## src/rtl/pwcd_pkg.sv

```systemverilog
`timescale 1ns / 1ps

package pwcd_pkg;

  localparam int unsigned ADDR_W = 4;
  localparam int unsigned DATA_W = 32;

  typedef enum logic [1:0] {
    MODE_DIRECT = 2'd0,
    MODE_CTRL   = 2'd1,
    MODE_IGNORE = 2'd2
  } mode_e;

  typedef enum logic [1:0] {
    REG_MODE    = 2'd0,
    REG_DTOL    = 2'd1,
    REG_CTOL    = 2'd2,
    REG_CONFIRM = 2'd3
  } reg_idx_e;

  localparam int unsigned MODE_RESET    = 0;
  localparam int unsigned DTOL_RESET    = 35;
  localparam int unsigned CTOL_RESET    = 2000;
  localparam int unsigned CONFIRM_RESET = 5;

  // direct grid: 100 us, rounded width 1100..4300
  localparam int unsigned DIRECT_GRID   = 100;
  localparam int unsigned DIRECT_HALF   = DIRECT_GRID / 2;
  localparam int unsigned DIRECT_LIMIT  = 4300 + DIRECT_HALF;
  localparam int unsigned DIRECT_Q_MIN  = 11;
  localparam int unsigned DIRECT_RECIP  = 1311;
  localparam int unsigned DIRECT_SHIFT  = 15;

  // controller grid: 10000 us, rounded width 10000..140000
  localparam int unsigned CTRL_GRID     = 10000;
  localparam int unsigned CTRL_HALF     = CTRL_GRID / 2;
  localparam int unsigned CTRL_LIMIT    = 140000 + CTRL_HALF;
  localparam int unsigned CTRL_Q_MIN    = 1;
  localparam int unsigned CTRL_RECIP    = 26844;
  localparam int unsigned CTRL_SHIFT    = 24;

  localparam int unsigned STEPS_PER_MOTOR = 11;
  localparam int unsigned RUN_MAX         = 255;
  localparam int unsigned NO_DIRECT_INDEX = 63;
  localparam int unsigned NO_CTRL_INDEX   = 15;
  localparam int unsigned NO_MOTOR        = 3;
  localparam int unsigned NO_STEP_CODE    = 32;

  localparam int unsigned QUEUE_DEPTH = 2;
  localparam int unsigned QPTR_W      = 1;

  typedef struct packed {
    logic [1:0]  mode;
    logic [5:0]  dtol;
    logic [12:0] ctol;
    logic [7:0]  confirm;
  } cfg_t;

  typedef struct packed {
    logic       ctrl;
    logic       ok;
    logic [5:0] idx;
  } item_t;

  function automatic logic signed [5:0] step_code(input logic [3:0] sel);
    logic signed [5:0] code;
    case (sel)
      4'd0:    code = -6'sd16;
      4'd1:    code = -6'sd8;
      4'd2:    code = -6'sd4;
      4'd3:    code = -6'sd2;
      4'd4:    code = -6'sd1;
      4'd5:    code = 6'sd0;
      4'd6:    code = 6'sd1;
      4'd7:    code = 6'sd2;
      4'd8:    code = 6'sd4;
      4'd9:    code = 6'sd8;
      4'd10:   code = 6'sd16;
      default: code = 6'sd0;
    endcase
    return code;
  endfunction

endpackage

```

## src/rtl/pwcd_pulse_if.sv

```systemverilog
`timescale 1ns / 1ps

interface pwcd_pulse_if #(
  parameter int unsigned PULSE_WIDTH_BITS = 18
) ();
  logic                        valid;
  logic                        ready;
  logic [PULSE_WIDTH_BITS-1:0] pulse_width_us;

  modport source (output valid, output pulse_width_us, input ready);
  modport sink (input valid, input pulse_width_us, output ready);
endinterface

```

## src/rtl/pwcd_cmd_if.sv

```systemverilog
`timescale 1ns / 1ps

interface pwcd_cmd_if ();
  logic              valid;
  logic              ready;
  logic [1:0]        motor_id;
  logic signed [5:0] step_amount;

  modport source (output valid, output motor_id, output step_amount, input ready);
  modport sink (input valid, input motor_id, input step_amount, output ready);
endinterface

```

## src/rtl/pwm_width_command_decoder_core.sv

```systemverilog
`timescale 1ns / 1ps

// channel   | dir | handshake       | payload
// pulse_in  | in  | valid/ready     | pulse_width_us [PULSE_WIDTH_BITS-1:0]
// cmd_out   | out | valid/ready     | motor_id [1:0], step_amount signed [5:0]
// apb       | in  | psel/penable    | paddr [3:0], pwdata/prdata [31:0]
//
// one pulse per cycle sustained while cmd_out is ready; pulse_in passes the
// front divide-and-check stage, the transaction queue and output register
// reset loads the register defaults and clears all run filters
// a stalled output fills the two-entry queue, then the front, then pulse_in

module pwm_width_command_decoder_core #(
  parameter int unsigned PULSE_WIDTH_BITS = 18
) (
  input  logic                            clk_i,
  input  logic                            rst_ni,
  pwcd_pulse_if.sink                      pulse_in,
  pwcd_cmd_if.source                      cmd_out,
  input  logic                            psel,
  input  logic                            penable,
  input  logic                            pwrite,
  input  logic [pwcd_pkg::ADDR_W-1:0]     paddr,
  input  logic [pwcd_pkg::DATA_W-1:0]     pwdata,
  output logic [pwcd_pkg::DATA_W-1:0]     prdata,
  output logic                            pready
);
  import pwcd_pkg::*;

  logic [1:0]  mode_q, mode_d;
  logic [5:0]  dtol_q, dtol_d;
  logic [12:0] ctol_q, ctol_d;
  logic [7:0]  confirm_q, confirm_d;
  logic        wr_en;
  logic        clear;
  logic [1:0]  reg_idx;
  cfg_t        cfg;
  logic        push;
  logic        pop;
  logic        q_full;
  logic        q_empty;
  item_t       push_item;
  item_t       head_item;

  assign pready  = 1'b1;
  assign wr_en   = psel && penable && pwrite && pready;
  assign reg_idx = paddr[3:2];
  assign clear   = wr_en && (reg_idx == REG_MODE);

  always_comb begin
    mode_d    = mode_q;
    dtol_d    = dtol_q;
    ctol_d    = ctol_q;
    confirm_d = confirm_q;
    if (wr_en) begin
      case (reg_idx)
        REG_MODE:    mode_d    = pwdata[1:0];
        REG_DTOL:    dtol_d    = pwdata[5:0];
        REG_CTOL:    ctol_d    = pwdata[12:0];
        REG_CONFIRM: confirm_d = pwdata[7:0];
        default:     mode_d    = mode_q;
      endcase
    end
  end

  always_comb begin
    case (reg_idx)
      REG_MODE:    prdata = DATA_W'(mode_q);
      REG_DTOL:    prdata = DATA_W'(dtol_q);
      REG_CTOL:    prdata = DATA_W'(ctol_q);
      REG_CONFIRM: prdata = DATA_W'(confirm_q);
      default:     prdata = '0;
    endcase
  end

  always_ff @(posedge clk_i or negedge rst_ni) begin
    if (!rst_ni) begin
      mode_q    <= 2'(MODE_RESET);
      dtol_q    <= 6'(DTOL_RESET);
      ctol_q    <= 13'(CTOL_RESET);
      confirm_q <= 8'(CONFIRM_RESET);
    end else begin
      mode_q    <= mode_d;
      dtol_q    <= dtol_d;
      ctol_q    <= ctol_d;
      confirm_q <= confirm_d;
    end
  end

  assign cfg.mode    = mode_q;
  assign cfg.dtol    = dtol_q;
  assign cfg.ctol    = ctol_q;
  assign cfg.confirm = confirm_q;

  pwcd_front #(
    .PULSE_WIDTH_BITS(PULSE_WIDTH_BITS)
  ) u_front (
    .clk_i    (clk_i),
    .rst_ni   (rst_ni),
    .pulse_in (pulse_in),
    .cfg_i    (cfg),
    .q_full_i (q_full),
    .push_o   (push),
    .item_o   (push_item)
  );

  pwcd_queue u_queue (
    .clk_i   (clk_i),
    .rst_ni  (rst_ni),
    .push_i  (push),
    .item_i  (push_item),
    .pop_i   (pop),
    .full_o  (q_full),
    .empty_o (q_empty),
    .item_o  (head_item)
  );

  pwcd_back u_back (
    .clk_i     (clk_i),
    .rst_ni    (rst_ni),
    .confirm_i (cfg.confirm),
    .clear_i   (clear),
    .empty_i   (q_empty),
    .item_i    (head_item),
    .pop_o     (pop),
    .cmd_out   (cmd_out)
  );

endmodule

```

## src/rtl/pwcd_front.sv

```systemverilog
`timescale 1ns / 1ps

module pwcd_front #(
  parameter int unsigned PULSE_WIDTH_BITS = 18
) (
  input  logic            clk_i,
  input  logic            rst_ni,
  pwcd_pulse_if.sink      pulse_in,
  input  pwcd_pkg::cfg_t  cfg_i,
  input  logic            q_full_i,
  output logic            push_o,
  output pwcd_pkg::item_t item_o
);
  import pwcd_pkg::*;

  logic [PULSE_WIDTH_BITS-1:0] width;
  logic [32:0] w_ext;
  logic        take;
  logic        keep;
  logic        adv;

  logic [12:0] n_d;
  logic [10:0] m_d;
  logic [25:0] prod_d;
  logic [17:0] n_c;
  logic [13:0] m_c;
  logic [28:0] prod_c;
  logic        range_d;
  logic        range_c;

  logic        s1_valid_q, s1_valid_d;
  logic [1:0]  s1_mode_q, s1_mode_d;
  logic [5:0]  s1_quo_q, s1_quo_d;
  logic [17:0] s1_w_q, s1_w_d;
  logic        s1_range_q, s1_range_d;

  logic [12:0] rnd_d;
  logic [12:0] diff_d;
  logic [17:0] rnd_c;
  logic [17:0] diff_c;
  logic        ok_d;
  logic        ok_c;

  assign width = pulse_in.pulse_width_us;
  assign w_ext = 33'(width);

  // quotient by reciprocal multiply
  assign range_d = w_ext < 33'(DIRECT_LIMIT);
  assign n_d     = w_ext[12:0] + 13'(DIRECT_HALF);
  assign m_d     = n_d[12:2];
  assign prod_d  = 26'(m_d) * 26'(DIRECT_RECIP);

  assign range_c = w_ext < 33'(CTRL_LIMIT);
  assign n_c     = w_ext[17:0] + 18'(CTRL_HALF);
  assign m_c     = n_c[17:4];
  assign prod_c  = 29'(m_c) * 29'(CTRL_RECIP);

  assign keep = (s1_mode_q == MODE_DIRECT) || (s1_mode_q == MODE_CTRL);
  assign adv  = !s1_valid_q || !keep || !q_full_i;
  assign pulse_in.ready = adv;
  assign take = pulse_in.valid && adv;

  always_comb begin
    s1_valid_d = s1_valid_q;
    s1_mode_d  = s1_mode_q;
    s1_quo_d   = s1_quo_q;
    s1_w_d     = s1_w_q;
    s1_range_d = s1_range_q;
    if (adv) begin
      s1_valid_d = take;
    end
    if (take) begin
      s1_mode_d = cfg_i.mode;
      s1_w_d    = w_ext[17:0];
      if (cfg_i.mode == MODE_CTRL) begin
        s1_quo_d   = 6'(prod_c >> CTRL_SHIFT);
        s1_range_d = range_c;
      end else begin
        s1_quo_d   = 6'(prod_d >> DIRECT_SHIFT);
        s1_range_d = range_d;
      end
    end
  end

  always_ff @(posedge clk_i or negedge rst_ni) begin
    if (!rst_ni) begin
      s1_valid_q <= 1'b0;
    end else begin
      s1_valid_q <= s1_valid_d;
    end
  end

  always_ff @(posedge clk_i) begin
    s1_mode_q  <= s1_mode_d;
    s1_quo_q   <= s1_quo_d;
    s1_w_q     <= s1_w_d;
    s1_range_q <= s1_range_d;
  end

  // grid check against the rounded width
  assign rnd_d  = 13'(s1_quo_q) * 13'(DIRECT_GRID);
  assign diff_d = (s1_w_q[12:0] > rnd_d) ? (s1_w_q[12:0] - rnd_d) : (rnd_d - s1_w_q[12:0]);
  assign ok_d   = s1_range_q && (s1_quo_q >= 6'(DIRECT_Q_MIN)) && (diff_d <= 13'(cfg_i.dtol));

  assign rnd_c  = 18'(s1_quo_q[3:0]) * 18'(CTRL_GRID);
  assign diff_c = (s1_w_q > rnd_c) ? (s1_w_q - rnd_c) : (rnd_c - s1_w_q);
  assign ok_c   = s1_range_q && (s1_quo_q[3:0] >= 4'(CTRL_Q_MIN))
               && (diff_c <= 18'(cfg_i.ctol));

  always_comb begin
    item_o.ctrl = (s1_mode_q == MODE_CTRL);
    if (s1_mode_q == MODE_CTRL) begin
      item_o.ok  = ok_c;
      item_o.idx = 6'(s1_quo_q[3:0] - 4'(CTRL_Q_MIN));
    end else begin
      item_o.ok  = ok_d;
      item_o.idx = s1_quo_q - 6'(DIRECT_Q_MIN);
    end
  end

  assign push_o = s1_valid_q && keep && !q_full_i;

endmodule

```

## src/rtl/pwcd_queue.sv

```systemverilog
`timescale 1ns / 1ps

module pwcd_queue (
  input  logic            clk_i,
  input  logic            rst_ni,
  input  logic            push_i,
  input  pwcd_pkg::item_t item_i,
  input  logic            pop_i,
  output logic            full_o,
  output logic            empty_o,
  output pwcd_pkg::item_t item_o
);
  import pwcd_pkg::*;

  localparam int unsigned CNT_W = $clog2(QUEUE_DEPTH + 1);

  item_t             mem_q [QUEUE_DEPTH];
  logic [QPTR_W-1:0] wr_ptr_q, wr_ptr_d;
  logic [QPTR_W-1:0] rd_ptr_q, rd_ptr_d;
  logic [CNT_W-1:0]  cnt_q, cnt_d;

  assign full_o  = (cnt_q == CNT_W'(QUEUE_DEPTH));
  assign empty_o = (cnt_q == '0);
  assign item_o  = mem_q[rd_ptr_q];

  always_comb begin
    wr_ptr_d = wr_ptr_q;
    rd_ptr_d = rd_ptr_q;
    cnt_d    = cnt_q;
    if (push_i) begin
      wr_ptr_d = (wr_ptr_q == QPTR_W'(QUEUE_DEPTH - 1)) ? '0 : wr_ptr_q + 1'b1;
    end
    if (pop_i) begin
      rd_ptr_d = (rd_ptr_q == QPTR_W'(QUEUE_DEPTH - 1)) ? '0 : rd_ptr_q + 1'b1;
    end
    if (push_i && !pop_i) begin
      cnt_d = cnt_q + 1'b1;
    end else if (pop_i && !push_i) begin
      cnt_d = cnt_q - 1'b1;
    end
  end

  always_ff @(posedge clk_i or negedge rst_ni) begin
    if (!rst_ni) begin
      wr_ptr_q <= '0;
      rd_ptr_q <= '0;
      cnt_q    <= '0;
    end else begin
      wr_ptr_q <= wr_ptr_d;
      rd_ptr_q <= rd_ptr_d;
      cnt_q    <= cnt_d;
    end
  end

  always_ff @(posedge clk_i) begin
    if (push_i) begin
      mem_q[wr_ptr_q] <= item_i;
    end
  end

endmodule

```

## src/rtl/pwcd_back.sv

```systemverilog
`timescale 1ns / 1ps

module pwcd_back (
  input  logic            clk_i,
  input  logic            rst_ni,
  input  logic [7:0]      confirm_i,
  input  logic            clear_i,
  input  logic            empty_i,
  input  pwcd_pkg::item_t item_i,
  output logic            pop_o,
  pwcd_cmd_if.source      cmd_out
);
  import pwcd_pkg::*;

  logic [5:0] d_run_idx_q, d_run_idx_d;
  logic [7:0] d_run_cnt_q, d_run_cnt_d;
  logic [5:0] d_done_idx_q, d_done_idx_d;
  logic [3:0] c_run_idx_q, c_run_idx_d;
  logic [7:0] c_run_cnt_q, c_run_cnt_d;
  logic [1:0] c_done_motor_q, c_done_motor_d;
  logic [5:0] c_done_step_q, c_done_step_d;
  logic [1:0] sel_motor_q, sel_motor_d;

  logic              out_valid_q, out_valid_d;
  logic [1:0]        out_motor_q, out_motor_d;
  logic signed [5:0] out_step_q, out_step_d;

  logic              emit;
  logic [1:0]        emit_motor;
  logic signed [5:0] emit_step;
  logic [1:0]        d_motor;
  logic [3:0]        d_rem;
  logic [3:0]        c_idx;
  logic signed [5:0] c_code;

  assign pop_o = !empty_i && (!out_valid_q || cmd_out.ready);
  assign c_idx = item_i.idx[3:0];
  assign c_code = step_code(c_idx);

  always_comb begin
    if (item_i.idx >= 6'(2 * STEPS_PER_MOTOR)) begin
      d_motor = 2'd2;
      d_rem   = 4'(item_i.idx - 6'(2 * STEPS_PER_MOTOR));
    end else if (item_i.idx >= 6'(STEPS_PER_MOTOR)) begin
      d_motor = 2'd1;
      d_rem   = 4'(item_i.idx - 6'(STEPS_PER_MOTOR));
    end else begin
      d_motor = 2'd0;
      d_rem   = item_i.idx[3:0];
    end
  end

  always_comb begin
    d_run_idx_d    = d_run_idx_q;
    d_run_cnt_d    = d_run_cnt_q;
    d_done_idx_d   = d_done_idx_q;
    c_run_idx_d    = c_run_idx_q;
    c_run_cnt_d    = c_run_cnt_q;
    c_done_motor_d = c_done_motor_q;
    c_done_step_d  = c_done_step_q;
    sel_motor_d    = sel_motor_q;
    emit           = 1'b0;
    emit_motor     = d_motor;
    emit_step      = step_code(d_rem);
    if (clear_i) begin
      d_run_idx_d    = 6'(NO_DIRECT_INDEX);
      d_run_cnt_d    = '0;
      d_done_idx_d   = 6'(NO_DIRECT_INDEX);
      c_run_idx_d    = 4'(NO_CTRL_INDEX);
      c_run_cnt_d    = '0;
      c_done_motor_d = 2'(NO_MOTOR);
      c_done_step_d  = 6'(NO_STEP_CODE);
    end else if (pop_o) begin
      if (!item_i.ctrl) begin
        if (!item_i.ok) begin
          d_run_idx_d = 6'(NO_DIRECT_INDEX);
          d_run_cnt_d = '0;
        end else begin
          if (item_i.idx == d_run_idx_q) begin
            if (d_run_cnt_q != 8'(RUN_MAX)) begin
              d_run_cnt_d = d_run_cnt_q + 1'b1;
            end
          end else begin
            d_run_idx_d = item_i.idx;
            d_run_cnt_d = 8'd1;
          end
          if ((d_run_cnt_d >= confirm_i) && (item_i.idx != d_done_idx_q)) begin
            d_done_idx_d = item_i.idx;
            emit         = 1'b1;
          end
        end
      end else begin
        emit_motor = sel_motor_q;
        emit_step  = c_code;
        if (!item_i.ok) begin
          c_run_idx_d = 4'(NO_CTRL_INDEX);
          c_run_cnt_d = '0;
        end else begin
          if (c_idx == c_run_idx_q) begin
            if (c_run_cnt_q != 8'(RUN_MAX)) begin
              c_run_cnt_d = c_run_cnt_q + 1'b1;
            end
          end else begin
            c_run_idx_d = c_idx;
            c_run_cnt_d = 8'd1;
          end
          if (c_run_cnt_d == confirm_i) begin
            if (c_idx >= 4'(STEPS_PER_MOTOR)) begin
              sel_motor_d = 2'(c_idx - 4'(STEPS_PER_MOTOR));
            end else if ((sel_motor_q != 2'(NO_MOTOR))
                         && ((sel_motor_q != c_done_motor_q)
                             || (c_code != c_done_step_q))) begin
              c_done_motor_d = sel_motor_q;
              c_done_step_d  = c_code;
              emit           = 1'b1;
            end
          end
        end
      end
    end
  end

  always_comb begin
    out_valid_d = out_valid_q;
    out_motor_d = out_motor_q;
    out_step_d  = out_step_q;
    if (emit) begin
      out_valid_d = 1'b1;
      out_motor_d = emit_motor;
      out_step_d  = emit_step;
    end else if (cmd_out.ready) begin
      out_valid_d = 1'b0;
    end
  end

  always_ff @(posedge clk_i or negedge rst_ni) begin
    if (!rst_ni) begin
      d_run_idx_q    <= 6'(NO_DIRECT_INDEX);
      d_run_cnt_q    <= '0;
      d_done_idx_q   <= 6'(NO_DIRECT_INDEX);
      c_run_idx_q    <= 4'(NO_CTRL_INDEX);
      c_run_cnt_q    <= '0;
      c_done_motor_q <= 2'(NO_MOTOR);
      c_done_step_q  <= 6'(NO_STEP_CODE);
      sel_motor_q    <= 2'(NO_MOTOR);
      out_valid_q    <= 1'b0;
    end else begin
      d_run_idx_q    <= d_run_idx_d;
      d_run_cnt_q    <= d_run_cnt_d;
      d_done_idx_q   <= d_done_idx_d;
      c_run_idx_q    <= c_run_idx_d;
      c_run_cnt_q    <= c_run_cnt_d;
      c_done_motor_q <= c_done_motor_d;
      c_done_step_q  <= c_done_step_d;
      sel_motor_q    <= sel_motor_d;
      out_valid_q    <= out_valid_d;
    end
  end

  always_ff @(posedge clk_i) begin
    out_motor_q <= out_motor_d;
    out_step_q  <= out_step_d;
  end

  assign cmd_out.valid       = out_valid_q;
  assign cmd_out.motor_id    = out_motor_q;
  assign cmd_out.step_amount = out_step_q;

endmodule
```

## src/flat_wrapper.sv

```systemverilog
// flat-port wrapper written by rule: the top's interface ports become plain ports
module pwm_width_command_decoder_core_flat import pwcd_pkg::*;
#(
  parameter int unsigned PULSE_WIDTH_BITS = 18
)
  (clk_i, rst_ni, psel, penable, pwrite, paddr, pwdata, prdata, pready, pulse_in_valid, pulse_in_pulse_width_us, pulse_in_ready, cmd_out_valid, cmd_out_motor_id, cmd_out_step_amount, cmd_out_ready);
  pwcd_pulse_if #(.PULSE_WIDTH_BITS(PULSE_WIDTH_BITS)) pulse_in_i ();
  pwcd_cmd_if cmd_out_i ();
  input  logic clk_i;
  input  logic rst_ni;
  input  logic psel;
  input  logic penable;
  input  logic pwrite;
  input  logic [pwcd_pkg::ADDR_W-1:0] paddr;
  input  logic [pwcd_pkg::DATA_W-1:0] pwdata;
  output logic [pwcd_pkg::DATA_W-1:0] prdata;
  output logic pready;
  input wire logic [$bits(pulse_in_i.valid)-1:0] pulse_in_valid;
  input wire logic [$bits(pulse_in_i.pulse_width_us)-1:0] pulse_in_pulse_width_us;
  output wire logic [$bits(pulse_in_i.ready)-1:0] pulse_in_ready;
  output wire logic [$bits(cmd_out_i.valid)-1:0] cmd_out_valid;
  output wire logic [$bits(cmd_out_i.motor_id)-1:0] cmd_out_motor_id;
  output wire logic [$bits(cmd_out_i.step_amount)-1:0] cmd_out_step_amount;
  input wire logic [$bits(cmd_out_i.ready)-1:0] cmd_out_ready;
  assign pulse_in_i.valid = pulse_in_valid;
  assign pulse_in_i.pulse_width_us = pulse_in_pulse_width_us;
  assign pulse_in_ready = pulse_in_i.ready;
  assign cmd_out_valid = cmd_out_i.valid;
  assign cmd_out_motor_id = cmd_out_i.motor_id;
  assign cmd_out_step_amount = cmd_out_i.step_amount;
  assign cmd_out_i.ready = cmd_out_ready;
  pwm_width_command_decoder_core #(.PULSE_WIDTH_BITS(PULSE_WIDTH_BITS)) u_core (.clk_i(clk_i), .rst_ni(rst_ni), .pulse_in(pulse_in_i), .cmd_out(cmd_out_i), .psel(psel), .penable(penable), .pwrite(pwrite), .paddr(paddr), .pwdata(pwdata), .prdata(prdata), .pready(pready));
endmodule
```

## config.mk

```make
export PLATFORM = sky130hd
export DESIGN_NAME = pwm_width_command_decoder_core_flat
export DESIGN_NICKNAME = d
export VERILOG_FILES = /design/src/rtl/pwcd_pkg.sv /design/src/rtl/pwcd_pulse_if.sv /design/src/rtl/pwcd_cmd_if.sv /design/src/rtl/pwm_width_command_decoder_core.sv /design/src/rtl/pwcd_front.sv /design/src/rtl/pwcd_queue.sv /design/src/rtl/pwcd_back.sv /design/src/flat_wrapper.sv
export SDC_FILE = /design/constraint.sdc
export NUM_CORES = 1
export LEC_CHECK = 0
export ABC_CLOCK_PERIOD_IN_PS = 13060
export BUFFER_PORTS_ARGS = -buffer_cell sky130_fd_sc_hd__buf_2
export CAP_MARGIN = 20
export CORE_ASPECT_RATIO = 1.1
export CORE_MARGIN = 5
export CORE_UTILIZATION = 45
export DETAILED_ROUTE_END_ITERATION = 12
export SLEW_MARGIN = 40
export SYNTH_ARGS = -nofsm -noshare
export SYNTH_HDL_FRONTEND = slang
export SYNTH_SLANG_ARGS = --single-unit
```

## constraint.sdc

```tcl
create_clock -name clk_i -period 13.06 [get_ports clk_i]
set_input_delay 1.959 -clock clk_i [delete_from_list [all_inputs] [get_ports clk_i]]
set_output_delay 1.959 -clock clk_i [all_outputs]
set_load 0.1 [all_outputs]
```

Word level (Yosys, flattened, before mapping)
Memories as Yosys holds them, arrays and structs flattened.
Index checks and enable logic that the tools add are counted.
{ "totals": {"mem_bits_ro": 192, "mem_bits_rw": 16, "elab_cells": 211, "n_memories": 3, "input_bits": 61, "register_bits": 112} }
{ "memory_table": {"columns": ["memory", "depth", "width", "rd", "rd_ports_with_merged_regs", "write_ports", "line_no", "text"], "rows": [
  ["(name not given)", 16, 6, 1, 0, 0, "pwcd_pkg.sv:67", "case (sel)"],
  ["(name not given)", 16, 6, 1, 0, 0, "pwcd_pkg.sv:67", null],
  ["u_core.u_queue.mem_q", 2, 8, 1, 0, 1, "pwcd_queue.sv:17", "item_t mem_q [QUEUE_DEPTH];"]
]} }
{ "op_classes": {"mul": 4, "add_sub_neg": 17, "order_cmp": 12, "mux": 82, "bitwise_logic": 1, "n_eq_ne": 19, "reduce_logical": 49} }
{ "op_table": {"columns": ["operator", "count"], "rows": [
  ["$mux W8", 20],
  ["$pmux W32 S4", 1],
  ["$mux W6", 20],
  ["$sub A18 B18 Y18", 2],
  ["$mux W4", 7],
  ["$mul A14 B13 Y27 const B", 1],
  ["$mux W2", 13],
  ["$sub A13 B13 Y13", 2],
  ["$mul A11 B11 Y21 const B", 1],
  ["$add A18 B13 Y18 const B", 1],
  ["$gt A18 B18 Y1", 1],
  ["$le A18 B13 Y1", 1],
  ["$lt A18 B13 Y1 const B", 1],
  ["$lt A18 B18 Y1 const B", 1],
  ["$mux W18", 1],
  ["$mux W1", 17],
  ["$add A8 B1 Y8 const B", 2],
  ["$ne A8 B8 Y1 const B", 2],
  ["$reduce_bool A2 Y1", 8],
  ["$logic_and A1 B1 Y1", 15],
  ["$mul A4 B10 Y14 const B", 1],
  ["$add A13 B6 Y13 const B", 1],
  ["$gt A13 B13 Y1", 1],
  ["$le A13 B6 Y1", 1],
  ["other kinds (35)", 63]
]} }

Depth between registers and ports, before layout
Gate-level depths: netlist of the first run.
{ "depth": {"word_depth": 15, "depth_mapped": 32, "ltp_nobuf": 31} }

Modules after synthesis
A second synthesis of the first run with hierarchy kept.
{ "unflattened": {"cells_unflattened": 1788, "area_unflattened_um2": 16976.3} }
{ "by_module_without_submodules": {"columns": ["mod", "cells_per_inst", "area_per_inst_um2", "instances", "seq_area_each_um2"], "rows": [
  ["pwcd_front", 1206, 10699.0, 1, 835.8],
  ["pwcd_back", 430, 3987.6, 1, 1342.5],
  ["pwm_width_command_decoder_core", 111, 1519.0, 1, 739.5],
  ["pwcd_queue", 41, 770.7, 1, 580.6]
]} }

Least setup slack after synthesis of the first run
No wires, ideal clock.
{ "synth_timing": {"kind": "input -> register", "start": "input pulse_in_pulse_width_us[5]", "end": "register u_core.u_front.s1_quo_q[5] (data pin)", "t_required_ns": 12.789, "path_slack_ns": 5.536, "stages": 22, "setup_time_ns": 0.271, "path_buffers": 1, "arrival_time_ns": 7.253, "cell_sequence": "clkbuf_1 > nand2b_1 > nand4_1 > xnor2_1 > inv_1 > fa_1 > inv_1 > ha_1 > ha_1 > inv_1 > fa_1 > fa_1 > inv_1 > ha_1 > a21o_1 > a21o_1 > a221o_1 > o2111ai_1 > a21oi_1 > a2111o_1 > nor3_1 > a311oi_1"} }
{ "synth_via": {"elab_chain_cells": 2} }
{ "synth_lines": {"columns": ["item", "line_no", "text"], "rows": [
  ["from (decl)", "flat_wrapper.sv:19", "input wire logic [$bits(pulse_in_i.pulse_width_us)-1:0] pulse_in_pulse_width_us;"],
  ["$add A13 B6 Y13", "pwcd_front.sv:49", "assign n_d = w_ext[12:0] + 13'(DIRECT_HALF);"],
  ["$mul A11 B11 Y21", "pwcd_front.sv:51", "assign prod_d = 26'(m_d) * 26'(DIRECT_RECIP);"],
  ["to (signal assigned)", "pwcd_front.sv:95", "s1_quo_q <= s1_quo_d;"],
  ["to (decl)", "pwcd_front.sv:33", "logic [5:0] s1_quo_q, s1_quo_d;"]
]} }
Every way passes these cells.
A chain may end at the register's enable or synchronous reset.

==> results of run 1 <==
-- cell type report --
| type | instances | area share (%) |
|---|---|---|
| timing repair buffer | 72 | 2.19 |
| sequential | 128 | 19.8 |
| clock buffer | 21 | 2.67 |
| clock inverter | 11 | 0.707 |
| multi-input combinational | 1292 | 64.9 |
| inverter | 297 | 6.30 |
| tap | 487 | 3.45 |
-- registers in the layout, summed over array words and instances, names as in the netlist, 2 cells and up --
name	cells
u_core.u_front.s1_w_q	18
u_core.u_queue.mem_q	16
u_core.ctol_q	13
u_core.confirm_q	8
u_core.u_back.c_run_cnt_q	8
u_core.u_back.d_run_cnt_q	8
u_core.dtol_q	6
u_core.u_back.c_done_step_q	6
u_core.u_back.cmd_out.step_amount	6
u_core.u_back.d_done_idx_q	6
u_core.u_back.d_run_idx_q	6
u_core.u_front.s1_quo_q	6
u_core.u_back.c_run_idx_q	4
u_core.mode_q	2
u_core.u_back.c_done_motor_q	2
u_core.u_back.cmd_out.motor_id	2
u_core.u_back.sel_motor_q	2
u_core.u_front.s1_mode_q	2
u_core.u_queue.cnt_q	2
-- worst max-delay path: cells and delay by family, from the launching register on --
kind	cells	cell delay (ns)
and+or+nand+nor	4	0.90
buffers and inverters	6	0.93
DFF	1	0.62
xor gates and xnor gates	2	0.42
AOI/OAI and AO/OA	13	2.97
adders and majority gates	5	1.86
muxes	1	0.39
-- metal layers --
layer	vias up	track usage (%)	share of wire, %
li1	6076	-	-
met1	5805	25.0	46
met2	214	33.0	50
met3	38	2.05	3.1
met4	2	3.86	1.3
met5	-	0	0.019
-- through the flow --
step | hold WS, ns | cell area, um^2
after global routing | 0.514 | 17700
after global placement | 0.477 | 17000
after detailed placement | 0.488 | 17100
after CTS | 0.500 | 17700
final | 0.497 | 17700
after floorplan | 0.455 | 16400
-- worst max-delay path by stage --
stage | from | end | slack (ns)
2_1_floorplan | pulse_in_pulse_width_us[5] | u_core.u_front.s1_quo_q[5]$_SDFFCE_PP0P_ | 5.54
3_3_place_gp | pulse_in_pulse_width_us[3] | u_core.u_front.s1_quo_q[4]$_DFFE_PP_ | 4.30
3_5_place_dp | pulse_in_pulse_width_us[3] | u_core.u_front.s1_quo_q[4]$_DFFE_PP_ | 4.38
4_1_cts | u_core.u_front.s1_quo_q[1]$_DFFE_PP_ | u_core.u_queue.mem_q[1][6]$_DFFE_PP_ | 4.65
5_1_grt | u_core.u_front.s1_quo_q[1]$_DFFE_PP_ | u_core.u_queue.mem_q[1][6]$_DFFE_PP_ | 4.13
6_report | u_core.u_front.s1_quo_q[1]$_DFFE_PP_ | u_core.u_queue.mem_q[1][6]$_DFFE_PP_ | 4.72
-- placed cells by master, fill, tap and decap left out, drive strengths merged, types with 25 or more instances in the layout --
cell / Yosys / layout
ha: 298 / 298
o21ai: 86 / 86
xnor2: 82 / 82
inv: 295 / 299
a21oi: 92 / 92
xor2: 35 / 35
mux2i: 25 / 25
a21o: 33 / 33
buf: 34 / 72
dfrtp: 45 / 45
dfstp: 32 / 32
nand2: 105 / 105
edfxtp: 51 / 51
fa: 103 / 103
nand3: 44 / 44
nor2: 82 / 82
-- logic make-up after synthesis --
kind of cell,share of synthesized area (%)
flip-flops,21.4
AND/OR/NAND/NOR,11.4
buffers and inverters,9.23
XOR/XNOR,6.40
multiplexers,3.05
AO/OA/AOI/OAI,13.1
other,0.0459
adder cells (fa/ha/maj),35.4
==> results.md, run 1 <==
* Pins Over Slew Limit at 0
* GRT Residual Overflow at 0
* First-pass GRT wire length at 61900 um
* Final Hold Vio Count at 0
* Layout cells sized above 1 at 10.2%
* Worst EP required at 13.28 ns
* DP Worst Slack at 4.38 ns
* Clock Latency Late Sink at 0.43 ns
* Critical path's most frequent cell: inv_1
* Synth-to-layout area growth at 8.08%
* Area of the multi-input gates at 11500 um^2
* Largest net degree at the start of global routing at 43
* Status: complete, no violations
* Primary FF master, synth: edfxtp_1
* Hold depth at 1
* Setup Fix Bufs, Post-CTS at 0
* Slew headroom at 45.8%
* Synth cell count leaders: 298 x ha_1, 295 x inv_1, 105 x nand2_1
* CTS tree: yes
* Initial antenna violation count at 1
* DR pass1 iterations at 7
* DRC at 0
* Seq/Total Area, Yosys at 21.4%
* Mapped Cells at 1770
* Post-route core utilization at 49.0%
* RSZ-0062 raised after global routing: false
* Placed Cells incl. Taps at 2276
* Synth area leaders: ha_1 23%, fa_1 13%, edfxtp_1 9.4%
* IO buf count at 62
* Post-synth EDFFs at 51
* Synth Register Bits at between 100 and 150
* Mean Syn Cell Area at a little over 9 um^2
* Fmax at 0.120 GHz
* Initial Utilization at 45.4%
* Worst flop-to-flop path startpoint: u_core.u_front.s1_quo_q[1]$_DFFE_PP_
* Initial DRC count at around 600
* Final period util at 63.8%
* H-tree levels at 4
* Core Box Area at 36100 um^2
* Post-synthesis async set-or-reset flop share at around three fifths
* HP Start: u_core.u_queue.wr_ptr_q$_DFFE_PN0P_
* Total CTS buffers at 17
* CTS clk-pin slew, worst paths at 0.06 ns
* Antenna Cells at 0
* Clock Skews at a little under 0.008 ns
* Reg-to-reg endpoint: u_core.u_queue.mem_q[1][6]$_DFFE_PP_
* Average wire per standard cell at between 15 and 20 um
* Setup-failing EPs final at 0
* Cts hold-fix bufs at 0
* Die H at 210 um
* Register area at 3500 um^2
* WHS Endpoint: u_core.u_queue.wr_ptr_q$_DFFE_PN0P_
* Hold Path Class: reg2reg
* Die W at 192 um
* Slew @ Worst Pin at 0.807 ns
* CP Class: reg2reg
* Remaining antenna violation count at 0
* Minimum clock period after layout at 8.34 ns
* Routed vias/inst at 5.26
* Critical Path AT at between 8 and 9 ns
* CP max FO at 22
* Cts repair resizes at 0
* Crit path largest cell delay at 0.63 ns
* Synthesized area at 16400 um^2
* R2R Setup Slk at around 4.7 ns
* Clk sink count at ~130
* Reg2reg path depth at 31
* Startpoint type of the worst setup path: flip-flop
* GP Congestion at around 0.96
* Vias after detailed routing at between 10000 and 15000
* Leading area contributor after synthesis: ha_1
* Synth cell types at 82
* CP Capture Type: flip-flop
* Yosys Warn Count at 0
* Detail Placement HPWL at 30600 um
* FP Rows at between 70 and 80
* Worst Slack Setup Final at 4.72 ns
* WL final at 36700 um
* Total GRT Usage at 18.7%
* Slowest CP cell: fa_1
* CTS root buf: clkbuf_16
* # IOs at 104
* Final setup TNS at 0 ns
* Number of global-route vias before repair at 12400
* # fillers at roughly 3500
* Yosys top cell area share at 22.8%
* Count leader, synth: ha_1
* Maximum capacitance violations at 0
* CTS max path bufs at 2
* Die area at ~40000 um^2
* Final cell count without fillers at around 2300
* Fin nets at roughly 2300
Power of run 1 is not shown: default switching activity piles up to over one toggle a cycle in this logic, so the estimate is an artifact.
==> run 2, diff against run 1 <==
--- a/config.mk
+++ b/config.mk
@@ -5,7 +5,7 @@
 export SDC_FILE = /design/constraint.sdc
 export NUM_CORES = 1
 export LEC_CHECK = 0
-export ABC_CLOCK_PERIOD_IN_PS = 13060
+export ABC_CLOCK_PERIOD_IN_PS = 7900
 export BUFFER_PORTS_ARGS = -buffer_cell sky130_fd_sc_hd__buf_2
 export CAP_MARGIN = 20
 export CORE_ASPECT_RATIO = 1.1
==> constraint.sdc (replaced) <==
create_clock -name clk_i -period 7.9 [get_ports clk_i]
set_input_delay 1.185 -clock clk_i [delete_from_list [all_inputs] [get_ports clk_i]]
set_output_delay 1.185 -clock clk_i [all_outputs]
set_load 0.1 [all_outputs]
==> results.md, run 2 (synthesized netlist as in run 1, its figures left out) <==
* Status: complete, no violations (unchanged)
* Cts hold-fix bufs at 0 (unchanged)
* Placed Cells incl. Taps at 2292 (was 2276)
* Pins Over Slew Limit at 0 (unchanged)
* Slew @ Worst Pin at 0.803 ns (was 0.807 ns)
* Initial Utilization at 45.4% (unchanged)
* CP Capture Type: flip-flop (unchanged)
* Slew headroom at 46.4% (was 45.8%)
* Number of global-route vias before repair at 12600 (was 12400)
* Synth-to-layout area growth at 8.72% (was 8.08%)
* Slowest CP cell: fa_1 (unchanged)
* Layout cells sized above 1 at 11.1% (was 10.2%)
* Detail Placement HPWL at 31000 um (was 30600 um)
* Maximum capacitance violations at 0 (unchanged)
* Remaining antenna violation count at 0 (unchanged)
* Setup-failing EPs final at 0 (unchanged)
* Most frequent cells in the layout: 298 x ha_1, 295 x inv_1, 105 x nand2_1 (unchanged)
* Clock Skews at 0.0148 ns (was 0.00770 ns)
* DR pass1 iterations at 5 (was 7)
* Hold depth at 1 (unchanged)
* FP Rows at 73 (unchanged)
* Worst EP required at 8.15 ns (was 13.28 ns)
* Largest register FFs at 18 (unchanged)
* CP Class: reg2reg (unchanged)
* GP Congestion at 0.916 (was 0.956)
* Startpoint type of the worst setup path: flip-flop (unchanged)
* Crit path largest cell delay at 0.54 ns (was 0.63 ns)
* GRT Residual Overflow at 0 (unchanged)
* Vias after detailed routing at 12200 (was 12100)
* Die W at 192 um (unchanged)
* Total GRT Usage at 19.1% (was 18.7%)
* IO buf count at 62 (unchanged)
* Final setup TNS at 0 ns (unchanged)
* Crit path depth at 31 (unchanged)
* CP max FO at 21 (was 22)
* CP top delay family: compound AO/OA/AOI/OAI gates (unchanged)
* CTS clk-pin slew, worst paths at 0.06 ns (about the same)
* Routed vias/inst at 5.26 (about the same)
* Critical Path AT at 7.61 ns (was 8.55 ns)
* Clk sink count at 128 (unchanged)
* Final Hold Vio Count at 0 (unchanged)
* CTS max path bufs at 2 (unchanged)
* Fin nets at 2286 (was 2270)
* CTS root buf: clkbuf_16 (unchanged)
* Die area at 40300 um^2 (unchanged)
* Initial DRC count at 608 (was 599)
* Final cell count without fillers at 2325 (was 2308)
* WL final at 37100 um (was 36700 um)
* Core Box Area at 36100 um^2 (unchanged)
* Critical path's most frequent cell: inv_1 (unchanged)
* DP Worst Slack at 0.465 ns (was 4.38 ns)
* Final period util at 93.2% (was 63.8%)
* Fmax at 0.136 GHz (was 0.120 GHz)
* Minimum clock period after layout at 7.36 ns (was 8.34 ns)
* Largest net degree at the start of global routing at 78 (was 43)
* DRC at 0 (unchanged)
* Biggest register: u_core.u_front.s1_w_q (unchanged)
* Reg2reg path depth at 31 (unchanged)
* Total CTS buffers at 17 (unchanged)
* Largest regs: u_core.u_front.s1_w_q (18), u_core.u_queue.mem_q (16), u_core.ctol_q (13) (unchanged)
* Cts repair resizes at 0 (unchanged)
* Die H at 210 um (unchanged)
* Worst Path Buf+Inv at 6 (unchanged)
* Clock Latency Late Sink at 0.44 ns (was 0.43 ns)
* Average wire per standard cell at 15.9 um (about the same)
* # IOs at 104 (unchanged)
* CTS tree: yes (unchanged)
* RSZ-0062 raised after global routing: false (unchanged)
* Setup Fix Bufs, Post-CTS at 0 (unchanged)
* Initial antenna violation count at 2 (was 1)
* Worst Slack Setup Final at 0.539 ns (was 4.72 ns)
* Commonest non-fill, non-tap cell in the layout: ha_1 (unchanged)
* H-tree levels at 4 (unchanged)
* Hold Path Class: reg2reg (unchanged)
* First-pass GRT wire length at 62700 um (was 61900 um)
-- run 2: cell count changes in the layout (fill, tap and decap cells not counted), sizes merged --
| cell | before | now |
|---|---|---|
| buf | 72 | 88 |
| bufinv | 2 | 0 |
| clkbuf | 21 | 22 |
| clkinv | 5 | 8 |
| clkinvlp | 2 | 1 |
| diode | 0 | 1 |
| inv | 299 | 298 |
-- run 2: metal layers --
metal  GRT usage [%]  vias to the layer above  routed length, um
met2            33.7                      175              18400
met5               0                        -                  7
met3            2.09                       42                963
met4            5.25                        2                803
met1            24.8                     5906              16900
li1                -                     6098                  -
-- run 2: final cells by class --
type / instances / area, um^2
timing repair buffer: 88 / 512
fill: 3413 / 18300
sequential: 128 / 3500
tap: 487 / 609
clock buffer: 22 / 517
multi-input combinational: 1292 / 11500
antenna: 1 / 2.50
inverter: 297 / 1110
clock inverter: 10 / 71.3
-- run 2: final timing paths --
check | start | endpoint | slack (ns)
worst min register to register | u_core.u_queue.wr_ptr_q$_DFFE_PN0P_ | u_core.u_queue.wr_ptr_q$_DFFE_PN0P_ | 0.49
worst min-delay path | u_core.u_queue.wr_ptr_q$_DFFE_PN0P_ | u_core.u_queue.wr_ptr_q$_DFFE_PN0P_ | 0.49
max in group asynchronous | rst_ni | u_core.u_back.c_done_step_q[2]$_DFFE_PN0P_ | 6.60
min in group asynchronous | rst_ni | u_core.ctol_q[11]$_DFFE_PN0P_ | 0.77
worst max register to register | u_core.u_front.s1_quo_q[2]$_DFFE_PP_ | u_core.u_queue.mem_q[0][6]$_DFFE_PP_ | 0.54
worst max-delay path | u_core.u_front.s1_quo_q[2]$_DFFE_PP_ | u_core.u_queue.mem_q[0][6]$_DFFE_PP_ | 0.54
-- run 2: metrics by stage --
step	util (%)	hold slack, ns	instance area, um^2
after floorplan	-	0.455	16400
after global placement	47.6	0.477	17200
after detailed placement	47.7	0.486	17200
after CTS	49.3	0.495	17800
after global routing	49.3	0.525	17800
final	49.3	0.489	17800
Power of run 2 is left out for the same reason.
==> run 3, diff against run 2 <==
--- a/config.mk
+++ b/config.mk
@@ -12,6 +12,8 @@
 export CORE_MARGIN = 5
 export CORE_UTILIZATION = 45
 export DETAILED_ROUTE_END_ITERATION = 12
+export PLACE_DENSITY_LB_ADDON = 0.25
+export REMOVE_ABC_BUFFERS = 1
 export SLEW_MARGIN = 40
 export SYNTH_ARGS = -nofsm -noshare
 export SYNTH_HDL_FRONTEND = slang
==> results.md, run 3 (synthesized netlist as in run 1, its figures left out) <==
* Cts hold-fix bufs at 0 (unchanged)
* Die area at 40300 um^2 (unchanged)
* Largest net degree at the start of global routing at 73 (was 78)
* DR pass1 iterations at 5 (unchanged)
* Worst EP required at 8.15 ns (about the same)
* Clock Latency Late Sink at 0.44 ns (about the same)
* Vias after detailed routing at 12200 (about the same)
* Clk sink count at 128 (unchanged)
* Core Box Area at 36100 um^2 (unchanged)
* Slew @ Worst Pin at 0.808 ns (was 0.803 ns)
* Crit path largest cell delay at 0.55 ns (was 0.54 ns)
* Final period util at 93.2% (about the same)
* Largest regs: u_core.u_front.s1_w_q (18), u_core.u_queue.mem_q (16), u_core.ctol_q (13) (unchanged)
* CP max FO at 21 (unchanged)
* CTS max path bufs at 2 (unchanged)
* Setup-failing EPs final at 0 (unchanged)
* Die H at 210 um (unchanged)
* Antenna Cells at 0 (was 1)
* Worst Path Buf+Inv at 6 (unchanged)
* DRC at 0 (unchanged)
* Final cell count without fillers at 2323 (was 2325)
* Placed Cells incl. Taps at 2291 (was 2292)
* Setup Fix Bufs, Post-CTS at 0 (unchanged)
* Final Hold Vio Count at 0 (unchanged)
* CTS clk-pin slew, worst paths at 0.06 ns (about the same)
* # IOs at 104 (unchanged)
* IO buf count at 62 (unchanged)
* Hold slack at 0.508 ns (was 0.489 ns)
* Startpoint type of the worst setup path: flip-flop (unchanged)
* Critical path's most frequent cell: inv_1 (unchanged)
* Final setup TNS at 0 ns (unchanged)
* H-tree levels at 4 (unchanged)
* WL final at 36500 um (was 37100 um)
* Pins Over Slew Limit at 0 (unchanged)
* Initial Utilization at 45.4% (unchanged)
* CTS tree: yes (unchanged)
* # fillers at 3386 (was 3413)
* Initial antenna violation count at 0 (was 2)
* Die W at 192 um (unchanged)
* Commonest non-fill, non-tap cell in the layout: ha_1 (unchanged)
* Fmax at 0.136 GHz (about the same)
* Clock Skews at 0.0151 ns (was 0.0148 ns)
* Most frequent cells in the layout: 298 x ha_1, 295 x inv_1, 105 x nand2_1 (unchanged)
* CP top delay family: compound AO/OA/AOI/OAI gates (unchanged)
* CP Capture Type: flip-flop (unchanged)
* GRT Residual Overflow at 0 (unchanged)
* Layout cells sized above 1 at 10.9% (was 11.1%)
* GP Congestion at 0.889 (was 0.916)
* FP Rows at 73 (unchanged)
* Maximum capacitance violations at 0 (unchanged)
* Routed vias/inst at 5.24 (was 5.26)
* Cts repair resizes at 0 (unchanged)
* Status: complete, no violations (unchanged)
* Number of global-route vias before repair at 12400 (was 12600)
* Minimum clock period after layout at 7.36 ns (about the same)
* Slew headroom at 45.9% (was 46.4%)
* Fin nets at 2285 (was 2286)
* Total GRT Usage at 18.5% (was 19.1%)
* Detail Placement HPWL at 30500 um (was 31000 um)
* Synth-to-layout area growth at 8.28% (was 8.72%)
* Total CTS buffers at 17 (unchanged)
* First-pass GRT wire length at 61200 um (was 62700 um)
* CTS root buf: clkbuf_16 (unchanged)
* Average wire per standard cell at 15.7 um (was 15.9 um)
* Slowest CP cell: fa_1 (unchanged)
* Critical Path AT at 7.61 ns (about the same)
* CP Class: reg2reg (unchanged)
* Biggest register: u_core.u_front.s1_w_q (unchanged)
* Initial DRC count at 633 (was 608)
* RSZ-0062 raised after global routing: false (unchanged)
* Largest register FFs at 18 (unchanged)
* Hold Path Class: reg2reg (unchanged)
* Remaining antenna violation count at 0 (unchanged)
-- run 3: changes by cell type in the layout (fill, tap and decap cells not counted), moves of 2 or more --
| cell | change |
|---|---|
| clkinv_1 | +2 |
| clkinv_2 | -3 |
| clkbuf_16 | -2 |
| inv_6 | +5 |
| clkbuf_8 | -3 |
-- run 3: final timing paths --
path / start / end / slack [ns] / depth (start not counted)
max in group asynchronous: rst_ni / u_core.u_back.d_run_cnt_q[2]$_DFFE_PN0P_ / 6.49 / 2
min: u_core.u_back.d_done_idx_q[4]$_DFFE_PN1P_ / u_core.u_back.d_done_idx_q[4]$_DFFE_PN1P_ / 0.51 / 2
max: u_core.u_front.s1_quo_q[2]$_DFFE_PP_ / u_core.u_queue.mem_q[0][6]$_DFFE_PP_ / 0.54 / 31
min in group asynchronous: rst_ni / u_core.ctol_q[12]$_DFFE_PN0P_ / 0.55 / 1
max reg2reg: u_core.u_front.s1_quo_q[2]$_DFFE_PP_ / u_core.u_queue.mem_q[0][6]$_DFFE_PP_ / 0.54 / 31
min reg2reg: u_core.u_back.d_done_idx_q[4]$_DFFE_PN1P_ / u_core.u_back.d_done_idx_q[4]$_DFFE_PN1P_ / 0.51 / 2
-- run 3: through the flow --
| step | utilization, % | cell area, um^2 | setup WS (ns) |
|---|---|---|---|
| 6_report | 49.1 | 17700 | 0.538 |
| 5_1_grt | 49.1 | 17700 | 0.0407 |
| 4_1_cts | 49.1 | 17700 | 0.374 |
| 3_5_place_dp | 47.6 | 17200 | 0.411 |
| 3_3_place_gp | 47.5 | 17200 | 0.526 |
| 2_1_floorplan | - | 16000 | 0.534 |
-- run 3: metal layers --
layer  track usage, %  share of wire (%)  wire length (um)
met2             32.6                 49             18100
met4             4.26                1.3               468
met5                0                  0                 0
met3             1.67                2.7               981
met1             24.8                 47             17000
-- run 3: final cells by class --
| type | count | area, um^2 | share of cell area, % |
|---|---|---|---|
| well taps | 487 | 609 | 3.44 |
| clock inverters | 14 | 101 | 0.572 |
| inverters | 297 | 1110 | 6.29 |
| flip-flops and latches | 128 | 3500 | 19.7 |
| repair buffers | 87 | 504 | 2.85 |
| clock buffers | 18 | 429 | 2.42 |
| multi-input cells | 1292 | 11500 | 64.7 |
-- run 3: worst reg2reg max path: cells and delay by family (launching register included) --
family	cells	cell delay (ns)
AOI/OAI and AO/OA	12	2.57
adders and majority gates	5	1.83
and+or+nand+nor	5	0.96
buffers and inverters	6	0.75
xor gates and xnor gates	2	0.42
DFF	1	0.34
muxes	1	0.31
Power of run 3 is left out for the same reason.
